[config.mk]
export PLATFORM = sky130hd
export DESIGN_NAME = text_number_tokens_to_bytes_top
export DESIGN_NICKNAME = d
export VERILOG_FILES = /design/src/sv/tnb_pkg.sv /design/src/sv/tnb_token.sv /design/src/sv/tnb_emit.sv /design/src/sv/text_number_tokens_to_bytes_top.sv
export SDC_FILE = /design/constraint.sdc
export NUM_CORES = 1
export LEC_CHECK = 0
export ABC_AREA = 1
export BUFFER_PORTS_ARGS = -buffer_cell sky130_fd_sc_hd__buf_2
export CAP_MARGIN = 40
export CORE_MARGIN = 1.5
export CORE_UTILIZATION = 55
export CTS_CLUSTER_DIAMETER = 100
export DETAILED_ROUTE_END_ITERATION = 8
export PLACE_DENSITY = 0.79
export RECOVER_POWER = 50
export SLEW_MARGIN = 0
export SYNTH_ARGS = -nofsm -noshare
export SYNTH_HDL_FRONTEND = slang
export SYNTH_SLANG_ARGS = --single-unit
[constraint.sdc]
create_clock -name clk -period 3.7 [get_ports clk]
set_input_delay 0.185 -clock clk [delete_from_list [all_inputs] [get_ports clk]]
set_output_delay 0.185 -clock clk [all_outputs]
set_load 0.01 [all_outputs]
[src/sv/tnb_pkg.sv]
`timescale 1ns / 1ps
// ----------------------------------------------------------------------------
// tnb_pkg
// Shared types and constants for the text number token to byte converter.
// ----------------------------------------------------------------------------
package tnb_pkg;

  typedef struct packed {
    logic [7:0] char_code;
    logic       end_of_text;
  } char_item_t;

  typedef struct packed {
    logic [7:0] out_byte;
    logic       last_byte;
  } byte_item_t;

  // One converted number waiting to be split into bytes
  typedef struct packed {
    logic [31:0] value;
    logic [2:0]  word_bytes;
    logic        little_order;
  } word_req_t;

  localparam logic [47:0] KW_UINT32 = "uint32";
  localparam logic [47:0] KW_UINT24 = "uint24";
  localparam logic [47:0] KW_UINT16 = "uint16";
  localparam logic [39:0] KW_UINT8  = "uint8";
  localparam logic [15:0] KW_LE     = "le";
  localparam logic [15:0] KW_BE     = "be";

  localparam int unsigned KEY_SLOTS = 6;
  localparam logic [3:0]  LEN_MAX   = 4'd15;

  localparam logic [31:0] DEC_LIMIT = 32'd429496729;
  localparam logic [31:0] HEX_LIMIT = 32'h0FFF_FFFF;

  localparam logic [2:0] WB_1 = 3'd1;
  localparam logic [2:0] WB_2 = 3'd2;
  localparam logic [2:0] WB_3 = 3'd3;
  localparam logic [2:0] WB_4 = 3'd4;

endpackage

[src/sv/tnb_token.sv]
`timescale 1ns / 1ps
// ----------------------------------------------------------------------------
// tnb_token
// Token tracker: accumulates decimal and hex values, matches keywords and
// issues a word request when a numeric token closes.
// ----------------------------------------------------------------------------
module tnb_token
  import tnb_pkg::*;
(
  input  logic       clk,
  input  logic       rst,
  input  logic       take,
  input  char_item_t item,
  output logic       emit,
  output word_req_t  word
);

  logic [2:0]  word_bytes;
  logic        little_order;
  logic        in_token;
  logic [3:0]  token_length;
  logic [7:0]  keyword_chars [KEY_SLOTS];
  logic [31:0] decimal_accum;
  logic        decimal_valid;
  logic [31:0] hex_accum;
  logic        hex_valid;
  logic        hex_prefix_seen;

  logic [2:0]  word_bytes_next;
  logic        little_order_next;
  logic        in_token_next;
  logic [3:0]  token_length_next;
  logic [31:0] decimal_accum_next;
  logic        decimal_valid_next;
  logic [31:0] hex_accum_next;
  logic        hex_valid_next;
  logic        hex_prefix_seen_next;

  logic [7:0]  c;
  logic        blank;
  logic        close;
  logic        is_dec;
  logic [3:0]  dec_digit;
  logic [4:0]  hex_digit;
  logic        prefix_char;
  logic [47:0] key6;
  logic [39:0] key5;
  logic [15:0] key2;
  logic        kw_u32, kw_u24, kw_u16, kw_u8, kw_le, kw_be, kw_any;
  logic        num_dec, num_hex;

  assign c     = item.char_code;
  assign blank = c inside {8'h20, [8'h09:8'h0D]};
  assign close = item.end_of_text || (blank && in_token);

  assign key6 = {keyword_chars[0], keyword_chars[1], keyword_chars[2],
                 keyword_chars[3], keyword_chars[4], keyword_chars[5]};
  assign key5 = key6[47:8];
  assign key2 = key6[47:32];

  assign kw_u32 = (token_length == 4'd6) && (key6 == KW_UINT32);
  assign kw_u24 = (token_length == 4'd6) && (key6 == KW_UINT24);
  assign kw_u16 = (token_length == 4'd6) && (key6 == KW_UINT16);
  assign kw_u8  = (token_length == 4'd5) && (key5 == KW_UINT8);
  assign kw_le  = (token_length == 4'd2) && (key2 == KW_LE);
  assign kw_be  = (token_length == 4'd2) && (key2 == KW_BE);
  assign kw_any = kw_u32 | kw_u24 | kw_u16 | kw_u8 | kw_le | kw_be;

  assign num_dec = decimal_valid;
  assign num_hex = hex_valid && !(hex_prefix_seen && token_length == 4'd2);

  assign emit = take && close && in_token && !kw_any && (num_dec || num_hex);
  assign word.value        = num_dec ? decimal_accum : hex_accum;
  assign word.word_bytes   = word_bytes;
  assign word.little_order = little_order;

  assign is_dec    = c inside {[8'h30:8'h39]};
  assign dec_digit = 4'(c - 8'h30);
  assign prefix_char = (token_length == 4'd1) && !hex_prefix_seen &&
                       (keyword_chars[0] == 8'h30) && (c == 8'h78 || c == 8'h58);

  always_comb begin
    if (is_dec) begin
      hex_digit = 5'(c - 8'h30);
    end else if (c inside {[8'h61:8'h66]}) begin
      hex_digit = 5'(c - 8'h57);
    end else if (c inside {[8'h41:8'h46]}) begin
      hex_digit = 5'(c - 8'h37);
    end else begin
      hex_digit = 5'd16;
    end
  end

  always_comb begin
    word_bytes_next      = word_bytes;
    little_order_next    = little_order;
    in_token_next        = in_token;
    token_length_next    = token_length;
    decimal_accum_next   = decimal_accum;
    decimal_valid_next   = decimal_valid;
    hex_accum_next       = hex_accum;
    hex_valid_next       = hex_valid;
    hex_prefix_seen_next = hex_prefix_seen;
    if (take) begin
      if (close) begin
        if (in_token) begin
          if (kw_u32) begin
            word_bytes_next = WB_4;
          end else if (kw_u24) begin
            word_bytes_next = WB_3;
          end else if (kw_u16) begin
            word_bytes_next = WB_2;
          end else if (kw_u8) begin
            word_bytes_next = WB_1;
          end else if (kw_le) begin
            little_order_next = 1'b1;
          end else if (kw_be) begin
            little_order_next = 1'b0;
          end
        end
        if (item.end_of_text) begin
          word_bytes_next   = WB_1;
          little_order_next = 1'b1;
        end
        in_token_next        = 1'b0;
        token_length_next    = '0;
        decimal_accum_next   = '0;
        decimal_valid_next   = 1'b1;
        hex_accum_next       = '0;
        hex_valid_next       = 1'b1;
        hex_prefix_seen_next = 1'b0;
      end else if (!blank) begin
        if (is_dec) begin
          if (decimal_accum > DEC_LIMIT ||
              (decimal_accum == DEC_LIMIT && dec_digit > 4'd5)) begin
            decimal_valid_next = 1'b0;
          end else begin
            decimal_accum_next = (decimal_accum << 3) + (decimal_accum << 1) +
                                 {28'd0, dec_digit};
          end
        end else begin
          decimal_valid_next = 1'b0;
        end
        if (prefix_char) begin
          hex_prefix_seen_next = 1'b1;
        end else if (hex_digit[4] || hex_accum > HEX_LIMIT) begin
          hex_valid_next = 1'b0;
        end else begin
          hex_accum_next = {hex_accum[27:0], hex_digit[3:0]};
        end
        in_token_next = 1'b1;
        if (token_length != LEN_MAX) begin
          token_length_next = token_length + 4'd1;
        end
      end
    end
  end

  always_ff @(posedge clk) begin
    if (rst) begin
      word_bytes      <= WB_1;
      little_order    <= 1'b1;
      in_token        <= 1'b0;
      token_length    <= '0;
      decimal_accum   <= '0;
      decimal_valid   <= 1'b1;
      hex_accum       <= '0;
      hex_valid       <= 1'b1;
      hex_prefix_seen <= 1'b0;
    end else begin
      word_bytes      <= word_bytes_next;
      little_order    <= little_order_next;
      in_token        <= in_token_next;
      token_length    <= token_length_next;
      decimal_accum   <= decimal_accum_next;
      decimal_valid   <= decimal_valid_next;
      hex_accum       <= hex_accum_next;
      hex_valid       <= hex_valid_next;
      hex_prefix_seen <= hex_prefix_seen_next;
    end
  end

  always_ff @(posedge clk) begin
    if (take && !close && !blank && token_length < 4'(KEY_SLOTS)) begin
      keyword_chars[token_length[2:0]] <= c;
    end
  end

endmodule

[src/sv/tnb_emit.sv]
`timescale 1ns / 1ps
// ----------------------------------------------------------------------------
// tnb_emit
// Byte emitter: one pending word slot and one active word that is sent a
// byte per request in the selected order.
// ----------------------------------------------------------------------------
module tnb_emit
  import tnb_pkg::*;
(
  input  logic       clk,
  input  logic       rst,
  input  logic       load,
  input  word_req_t  word,
  output logic       space,
  output logic       byte_valid,
  input  logic       byte_ready,
  output byte_item_t byte_item
);

  logic       pend_valid;
  word_req_t  pend;
  logic       act_valid;
  word_req_t  act;
  logic [1:0] k;

  logic       last;
  logic       act_done;
  logic       act_free;
  logic       move;
  logic [1:0] idx;

  assign last     = ({1'b0, k} + 3'd1) == act.word_bytes;
  assign act_done = act_valid && byte_ready && last;
  assign act_free = !act_valid || act_done;
  assign move     = pend_valid && act_free;
  assign space    = !pend_valid || act_free;

  assign idx = act.little_order ? k : 2'(act.word_bytes - 3'd1) - k;

  assign byte_valid          = act_valid;
  assign byte_item.out_byte  = act.value[{idx, 3'b000} +: 8];
  assign byte_item.last_byte = last;

  always_ff @(posedge clk) begin
    if (rst) begin
      pend_valid <= 1'b0;
      act_valid  <= 1'b0;
      k          <= '0;
    end else begin
      if (load) begin
        pend_valid <= 1'b1;
      end else if (move) begin
        pend_valid <= 1'b0;
      end
      if (move) begin
        act_valid <= 1'b1;
        k         <= '0;
      end else if (act_done) begin
        act_valid <= 1'b0;
      end else if (act_valid && byte_ready) begin
        k <= k + 2'd1;
      end
    end
  end

  always_ff @(posedge clk) begin
    if (load) begin
      pend <= word;
    end
    if (move) begin
      act <= pend;
    end
  end

endmodule

[src/sv/text_number_tokens_to_bytes_top.sv]
`timescale 1ns / 1ps
// ----------------------------------------------------------------------------
// text_number_tokens_to_bytes_top
// Converts a character stream of keywords and numbers into binary bytes.
// ----------------------------------------------------------------------------
// Input channel char_*: one character (or an end-of-text mark) per request.
// Output channel byte_*: one byte per request, last_byte set on the final
// byte of each number. Keywords uint8/16/24/32 and le/be set word size and
// byte order; other tokens are read as decimal, then hex, else dropped.
// Throughput: one character per cycle. A number of N bytes holds the
// output until its N bytes are taken; the byte emitter has one pending
// word slot behind the active word, and char_ready drops while that slot
// holds a word and an active word is not handing over its last byte in
// the same cycle. A closing whitespace or end-of-text request loads the
// number into the pending slot, from which it moves to the active word on
// byte_* when that is free. Reset (rst, synchronous): word size 1, little
// endian, no token, no bytes. A stalled receiver holds the current byte;
// characters keep flowing until the pending slot is full.
// ----------------------------------------------------------------------------
module text_number_tokens_to_bytes_top
  import tnb_pkg::*;
(
  input  logic       clk,
  input  logic       rst,
  input  logic       char_valid,
  output logic       char_ready,
  input  char_item_t char_item,
  output logic       byte_valid,
  input  logic       byte_ready,
  output byte_item_t byte_item
);

  logic      take;
  logic      emit;
  word_req_t word;

  assign take = char_valid && char_ready;

  tnb_token u_token (
    .clk  (clk),
    .rst  (rst),
    .take (take),
    .item (char_item),
    .emit (emit),
    .word (word)
  );

  tnb_emit u_emit (
    .clk        (clk),
    .rst        (rst),
    .load       (emit),
    .word       (word),
    .space      (char_ready),
    .byte_valid (byte_valid),
    .byte_ready (byte_ready),
    .byte_item  (byte_item)
  );

endmodule

==> summary.txt, run 1 <==
Global routing
  • Vias in the first global route: 8931
  • Global-route met1 utilization: 36.3%
  • Grt peak-use layer: met2
  • Largest net degree at the start of global routing: 47
  • First-pass GRT wire length: 43.5 mm
  • Met3 usage: 3.40%
  • Total gr overflow: 0
  • Initial antenna violation count: 0
  • All-layer global routing usage: 25.1%
  • M2 GR Usage: 39.9%

Synth
  • Synthesized area per cell: 7.88 um^2
  • Post-Syn Instances: 1465
  • Count of different cell masters after synthesis: 43
  • Sequential cell area fraction in the yosys report: 45.1%
  • Synth Flop Type: edfxtp_1
  • Syn nets: 1548
  • EDFF count, synth: 120
  • Post-synth top area cell: edfxtp_1
  • Top post-synthesis cells by area: edfxtp_1, nand2_1, dfxtp_1, ha_1, inv_1
  • Top-area cell type share of the netlist area: 31.2%
  • Synth Cell Area: 11500 um^2
  • FFs w/ async S/R, synth: 0%
  • Post-synthesis register bit count: 200
  • Synth warnings: 0

Worst setup path
  • CP max stage cell: nand3_2
  • Setup crit end kind: register
  • Reg2Reg Depth: 11
  • Crit path launch type: register
  • Critical path class: reg2reg
  • Critical path arrival: 3.36 ns
  • Instance count on the critical path: 11
  • Worst-path maximum fanout: 32
  • CP max stage delay: 0.56 ns
  • CP Cell Sequence: inv_1, ha_1, a21oi_1, nand4_1, nand3_1, nand2_1, nor2_1, buf_4, nand3_2, nand2_1, a21oi_1
  • Crit path buffers/inverters: 2
  • CP required: 4.02 ns
  • CP top delay family: simple AND/OR/NAND/NOR gates

Timing
  • Least-Margin Pin Slew: 1.67 ns
  • Max_slew headroom: -11.7%
  • Fmax: 328 MHz
  • Final Cycle Share: 82.3%
  • Final min period: 3.05 ns
  • Clk_skew: 0.00788 ns
  • Hold Violations, Final: 0
  • Total negative slack: 0 ns
  • RSZ-0062 raised after global routing: false
  • Slew Viols, Final: 45
  • Final setup violation count: 0

Die
  • Rows: 52
  • CORE AREA: 20400 um^2
  • Initial Util: 56.5%
  • Die H: 148 um
  • IO Pins: 24
  • Die Area: 21900 um^2
  • Die width: 148 um

Drt
  • Initial DRC Count: 957
  • Total wire length: 26.5 mm
  • Vias: 9508
  • Vias per cell: 5.40
  • Initial DRT Pass Iterations: 6
  • Routed wire per std cell: 15.0 um
  • Final ANT Viol Nets: 0
  • DRC: 0

CTS
  • Worst-path clk slew: 0.07 ns
  • Total CTS buffers: 17
  • Clk Latency, worst-skew pair: 0.44 ns
  • Setup bufs post-CTS: 0
  • Root buf cell: clkbuf_16
  • Post-CTS Hold Fix Bufs: 0
  • CTS tree: done
  • H-tree Lvls: 4
  • CTS resizes: 0
  • Clock sinks: 200
  • Clk buf depth: 2

Cells and area
  • Share of layout cells above drive strength 1: 7.45%
  • Fill cell total of the finished layout: 1781
  • Nets: 1560
  • N_diodes: 0
  • Final core occ: 60.7%
  • Area growth from synthesis to layout: 7.50%

Run
  • Max_cap viols: 1

Placed design
  • Routability congestion estimate: 0.935
  • Port Buf Inserts: 23
  • Hpwl dp: 19.7 mm

Run status
  • Failing checks: capacitance limit, slew limit
  • Status: finished with violations

Min path
  • Hold Path Depth: 2
  • Worst hold path type: in2reg

Power and ir drop
  • Peak supply drop: 315 uV
  • Leakage: 0.00525 uW
  • Pwr per Cell Area: 359 nW/um^2
[through the flow]
step	area (um^2)	worst slack (ns)	std cells	hold WS, ns	power (uW)
floorplan	11500	1.09	1465	0.284	2600
global placement	11800	0.919	1725	0.401	2660
detailed placement	11900	0.887	1728	0.405	2670
CTS	12400	0.876	1760	0.0582	4470
global route	12400	0.352	1760	0.0729	4580
finish	12400	0.653	1760	0.0601	4450
[where the power goes]
part / switching [uW] / total, uW / internal [uW]
clock: 875 / 1840 / 962
combinational: 171 / 227 / 55.7
sequential: 16.9 / 2390 / 2370
total: 1060 / 4450 / 3390
[Yosys cell counts (2+ instances only)]
master	instances
and2_1	2
dfxtp_1	80
ha_1	68
buf_2	10
nand3b_1	6
nand3_1	89
a21oi_2	22
clkbuf_1	16
nor3_1	22
inv_1	169
nand2_2	22
nor2_1	150
nand2_1	442
inv_2	6
o21ai_0	38
xnor2_1	12
nand4_1	40
a21oi_1	83
xor2_1	7
buf_4	7
buf_1	5
buf_6	2
mux2i_1	8
or2_2	3
edfxtp_1	120
nand3_2	3
o21bai_1	5
nor4_1	3
buf_12	2
fa_1	2
o211ai_1	8
a21boi_0	2
[flip-flops by register name, indices dropped and copies added, names as in the netlist, 2 cells and up]
name and flops:
u_token.hex_accum 32, u_emit.k 2, u_emit.act 36, u_token.keyword_chars 48, u_token.decimal_accum 32, u_token.token_length 4
u_token.word_bytes 3, u_emit.pend 36
[layout make-up]
cell class	instances	area [um^2]	share of cell area, %
repair buffers	35	201	1.62
well taps	270	338	2.72
multi-input cells	1047	5420	43.7
flip-flops and latches	200	5200	41.9
clock buffers	18	429	3.46
inverters	176	661	5.32
clock inverters	14	153	1.23
[final timing paths]
path                                           endpoint                 startpoint  slack, ns
setup / recovery  u_token.decimal_accum[2]$_SDFFE_PP0P_   u_emit.k[0]$_SDFFE_PP0P_       0.65
hold / removal        u_token.hex_accum[9]$_SDFFE_PP0P_                        rst       0.06
setup reg to reg  u_token.decimal_accum[2]$_SDFFE_PP0P_   u_emit.k[0]$_SDFFE_PP0P_       0.65
hold reg to reg                u_emit.act[32]$_DFFE_PP_  u_emit.pend[32]$_DFFE_PP_       0.41
[per-layer routing]
metal	share of wire, %	vias up
li1	-	4840
met1	48	4374
met2	45	269
met3	5.5	25
met4	1.2	0
met5	0	-
[cells in the final DEF (no fill, tap or decap), types with 7 or more instances in the layout]
cell type	Yosys	routed
nand2_1	442	443
nand3_1	89	90
a21oi_1	83	83
mux2i_1	8	8
xnor2_1	12	12
xor2_1	7	7
a21oi_2	22	22
buf_4	7	7
nand2_2	22	21
clkbuf_1	16	14
buf_2	10	12
inv_1	169	169
ha_1	68	68
nor3_1	22	22
o211ai_1	8	8
nand4_1	40	40
o21ai_0	38	38
edfxtp_1	120	120
clkbuf_16	0	17
nor2_1	150	151
dfxtp_1	80	80
[cells by family after synthesis]
group / Yosys count / share of synthesized area, %
buffers and inverters: 218 / 7.84
multiplexers: 8 / 0.694
flip-flops: 200 / 45.1
XOR/XNOR: 19 / 1.44
AND/OR/NAND/NOR: 790 / 29.2
adder cells (fa/ha/maj): 70 / 7.72
AO/OA/AOI/OAI: 160 / 8.00
Note: power is estimated with default switching activity, not from simulation.
==> inputs of run 2 (changes only) <==
--- a/config.mk
+++ b/config.mk
@@ -12,7 +12,7 @@
 export CORE_UTILIZATION = 55
 export CTS_CLUSTER_DIAMETER = 100
 export DETAILED_ROUTE_END_ITERATION = 8
-export PLACE_DENSITY = 0.79
+export PLACE_DENSITY = 0.82
 export RECOVER_POWER = 50
 export SLEW_MARGIN = 0
 export SYNTH_ARGS = -nofsm -noshare
==> constraint.sdc (replaced) <==
create_clock -name clk -period 2.7 [get_ports clk]
set_input_delay 0.135 -clock clk [delete_from_list [all_inputs] [get_ports clk]]
set_output_delay 0.135 -clock clk [all_outputs]
set_load 0.01 [all_outputs]
==> run 2 against run 1 <==
Effect of this change: the run still ends with capacitance limit, slew limit left; total power is 41% higher; design area is 2.6% higher; hold slack better by 0.025 ns; critical path depth is 1 higher; non-clock buffer count is 28 higher; critical path type unchanged.
==> summary.txt, run 2 (synthesis gave the netlist of run 1 again) <==
Cells and area
  • Leading cell type in the layout, fill and taps excluded: nand2_1
  • Max reg flops: 48 (unchanged)
  • Share of layout cells above drive strength 1: 10.5% (+3.0 points)
  • Nets: 1589 (+1.9%)
  • N_diodes: 0 (unchanged)
  • Most frequent cells in the layout: nand2_1, inv_1, nor2_1, edfxtp_1, nand3_1
  • Area growth from synthesis to layout: 10.3%

Power and ir drop
  • Leakage: 0.00543 uW (+3.3%)
  • Peak supply drop: 455 uV (+44%)
  • Comb power frac: 5.4% (+0.3 points)
  • Power Total: 6290 uW (+41%)
  • Switching pwr: 1530 uW (+44%)
  • Pint: 4760 uW (+40%)
  • Pwr per Cell Area: 494 nW/um^2 (+38%)
  • Seq pwr share: 52.0% (-1.7 points)
  • Clock network power share: 42.6% (+1.4 points)
  • Switching Share: 24.3% (+0.41 points)

Run
  • Max_cap viols: 1 (unchanged)

CTS
  • Worst-path clk slew: 0.08 ns (about the same)
  • Clk buf depth: 2 (unchanged)
  • Total CTS buffers: 17 (unchanged)
  • Clk Latency, worst-skew pair: 0.44 ns (about the same)
  • Post-CTS Hold Fix Bufs: 0 (unchanged)
  • Clock sinks: 200 (unchanged)
  • H-tree Lvls: 4 (unchanged)
  • CTS tree: done
  • Root buf cell: clkbuf_16

Die
  • CORE AREA: 20400 um^2 (unchanged)
  • Die H: 148 um (unchanged)
  • IO Pins: 24 (unchanged)
  • Initial Util: 56.5% (unchanged)
  • Die width: 148 um (unchanged)
  • Die Area: 21900 um^2 (unchanged)
  • Rows: 52 (unchanged)

Worst setup path
  • Setup crit end kind: register
  • CP top delay family: simple AND/OR/NAND/NOR gates
  • Crit path launch type: register
  • CP Cell Sequence: inv_1, ha_1, a21oi_2, nand4_1, nand3_2, nand2_2, nor2_8, clkbuf_1, inv_2, nand2_4, nand2_2, a21oi_2
  • Crit path from: u_emit.k[0]$_SDFFE_PP0P_
  • CP max stage cell: clkbuf_1
  • Critical path arrival: 2.95 ns (-0.41 ns)
  • CP max stage delay: 0.38 ns (-0.18 ns)
  • R2r startpoint: u_emit.k[0]$_SDFFE_PP0P_
  • CP required: 3.07 ns (-0.95 ns)
  • Worst-path maximum fanout: 10 (-69%)
  • Crit path buffers/inverters: 3 (+1)
  • Critical path class: reg2reg

Drt
  • Vias per cell: 5.49 (+1.5%)
  • Total wire length: 27.8 mm (+5.2%)
  • DRC: 0 (unchanged)
  • Initial DRC Count: 1046 (+9.3%)
  • Vias: 9813 (+3.2%)
  • Routed wire per std cell: 15.6 um (+3.5%)
  • Initial DRT Pass Iterations: 6 (unchanged)
  • Final ANT Viol Nets: 0 (unchanged)

Min path
  • Worst hold path type: in2reg
  • Hold Startpoint: rst

Global routing
  • First-pass GRT wire length: 45.0 mm (+3.4%)
  • All-layer global routing usage: 26.0% (+0.93 points)
  • Total gr overflow: 0 (unchanged)
  • Initial antenna violation count: 0 (unchanged)
  • Vias in the first global route: 9160 (+2.6%)
  • Largest net degree at the start of global routing: 58 (+23%)

Run status
  • Status: finished with violations
  • Failing checks: capacitance limit, slew limit

Timing
  • Final Cycle Share: 95.4% (+13 points)
  • Fmax: 388 MHz (+18%)
  • Total negative slack: 0 ns (unchanged)
  • Final min period: 2.58 ns (-0.471 ns)
  • Slew Viols, Final: 45 (unchanged)
  • RSZ-0062 raised after global routing: false
  • Least-Margin Pin Slew: 1.73 ns (+0.0519 ns)
  • Max_slew headroom: -15.1% (-3.5 points)
  • Final setup violation count: 0 (unchanged)
  • Clk_skew: 0.0166 ns (+0.00871 ns)
  • Hold Violations, Final: 0 (unchanged)

Placed design
  • Routability congestion estimate: 0.954 (+2.0%)
  • Hpwl dp: 20.0 mm (+1.6%)
  • Port Buf Inserts: 23 (unchanged)
## run 2: cell types whose count changed in the layout (fill, tap and decap cells not counted), moves of 2 or more
cell      before  now
a21oi_1       83   80
a21oi_2       22   25
buf_4          7   33
clkinv_4       3    1
clkinv_8       0    3
nand2_1      443  440
nand2_2       21   24
nand3_1       90   82
nand3_2        2   10
nor2_1       151  147
nor2_2         0    3
## run 2: per-stage QoR
stage / instance area [um^2] / std cells / util [%] / hold slack (ns) / setup WS, ns
after floorplan: 11500 / 1465 / - / 0.234 / 0.0863
after global routing: 12700 / 1789 / 62.3 / 0.0879 / 0.0157
after CTS: 12700 / 1787 / 62.1 / 0.0463 / 0.0426
final: 12700 / 1789 / 62.3 / 0.0851 / 0.124
after detailed placement: 12100 / 1755 / 59.0 / 0.405 / 0.0487
after global placement: 12100 / 1755 / 59.0 / 0.401 / 0.0961
## run 2: layout make-up
type | instances | area, um^2
clock buffer | 17 | 425
clock inverter | 15 | 201
fill | 1737 | 7700
inverter | 176 | 661
multi-input combinational | 1048 | 5520
sequential | 200 | 5210
tap | 270 | 338
timing repair buffer | 63 | 385
## run 2: worst paths after layout
check	endpoint	slack, ns	cells after the start
max	u_token.decimal_accum[20]$_SDFFE_PP0P_	0.12	12
min reg2reg	u_emit.act[33]$_DFFE_PP_	0.41	0
max reg2reg	u_token.decimal_accum[20]$_SDFFE_PP0P_	0.12	12
min	u_emit.byte_valid$_SDFFE_PP0P_	0.09	2
## run 2: routing by layer
layer  routed length [um]  global-route usage, %
met1                12700                   37.1
met2                12900                   41.9
met3                 1840                   3.06
met4                  416                   7.33
met5                    0                      0
## run 2: repair_timing
action | 4_1_cts | 5_1_grt
setup buffers | 0 | 1
resized for setup | 0 | 19
endpoints found under the setup margin | 0 | 107
## run 2: power groups by stage
stage	clock network [uW]	registers, uW	logic [uW]
after floorplan	0	3340	230
after global placement	0	3340	325
after detailed placement	0	3340	330
after CTS	2700	3270	333
after global routing	2820	3280	371
final	2680	3270	338
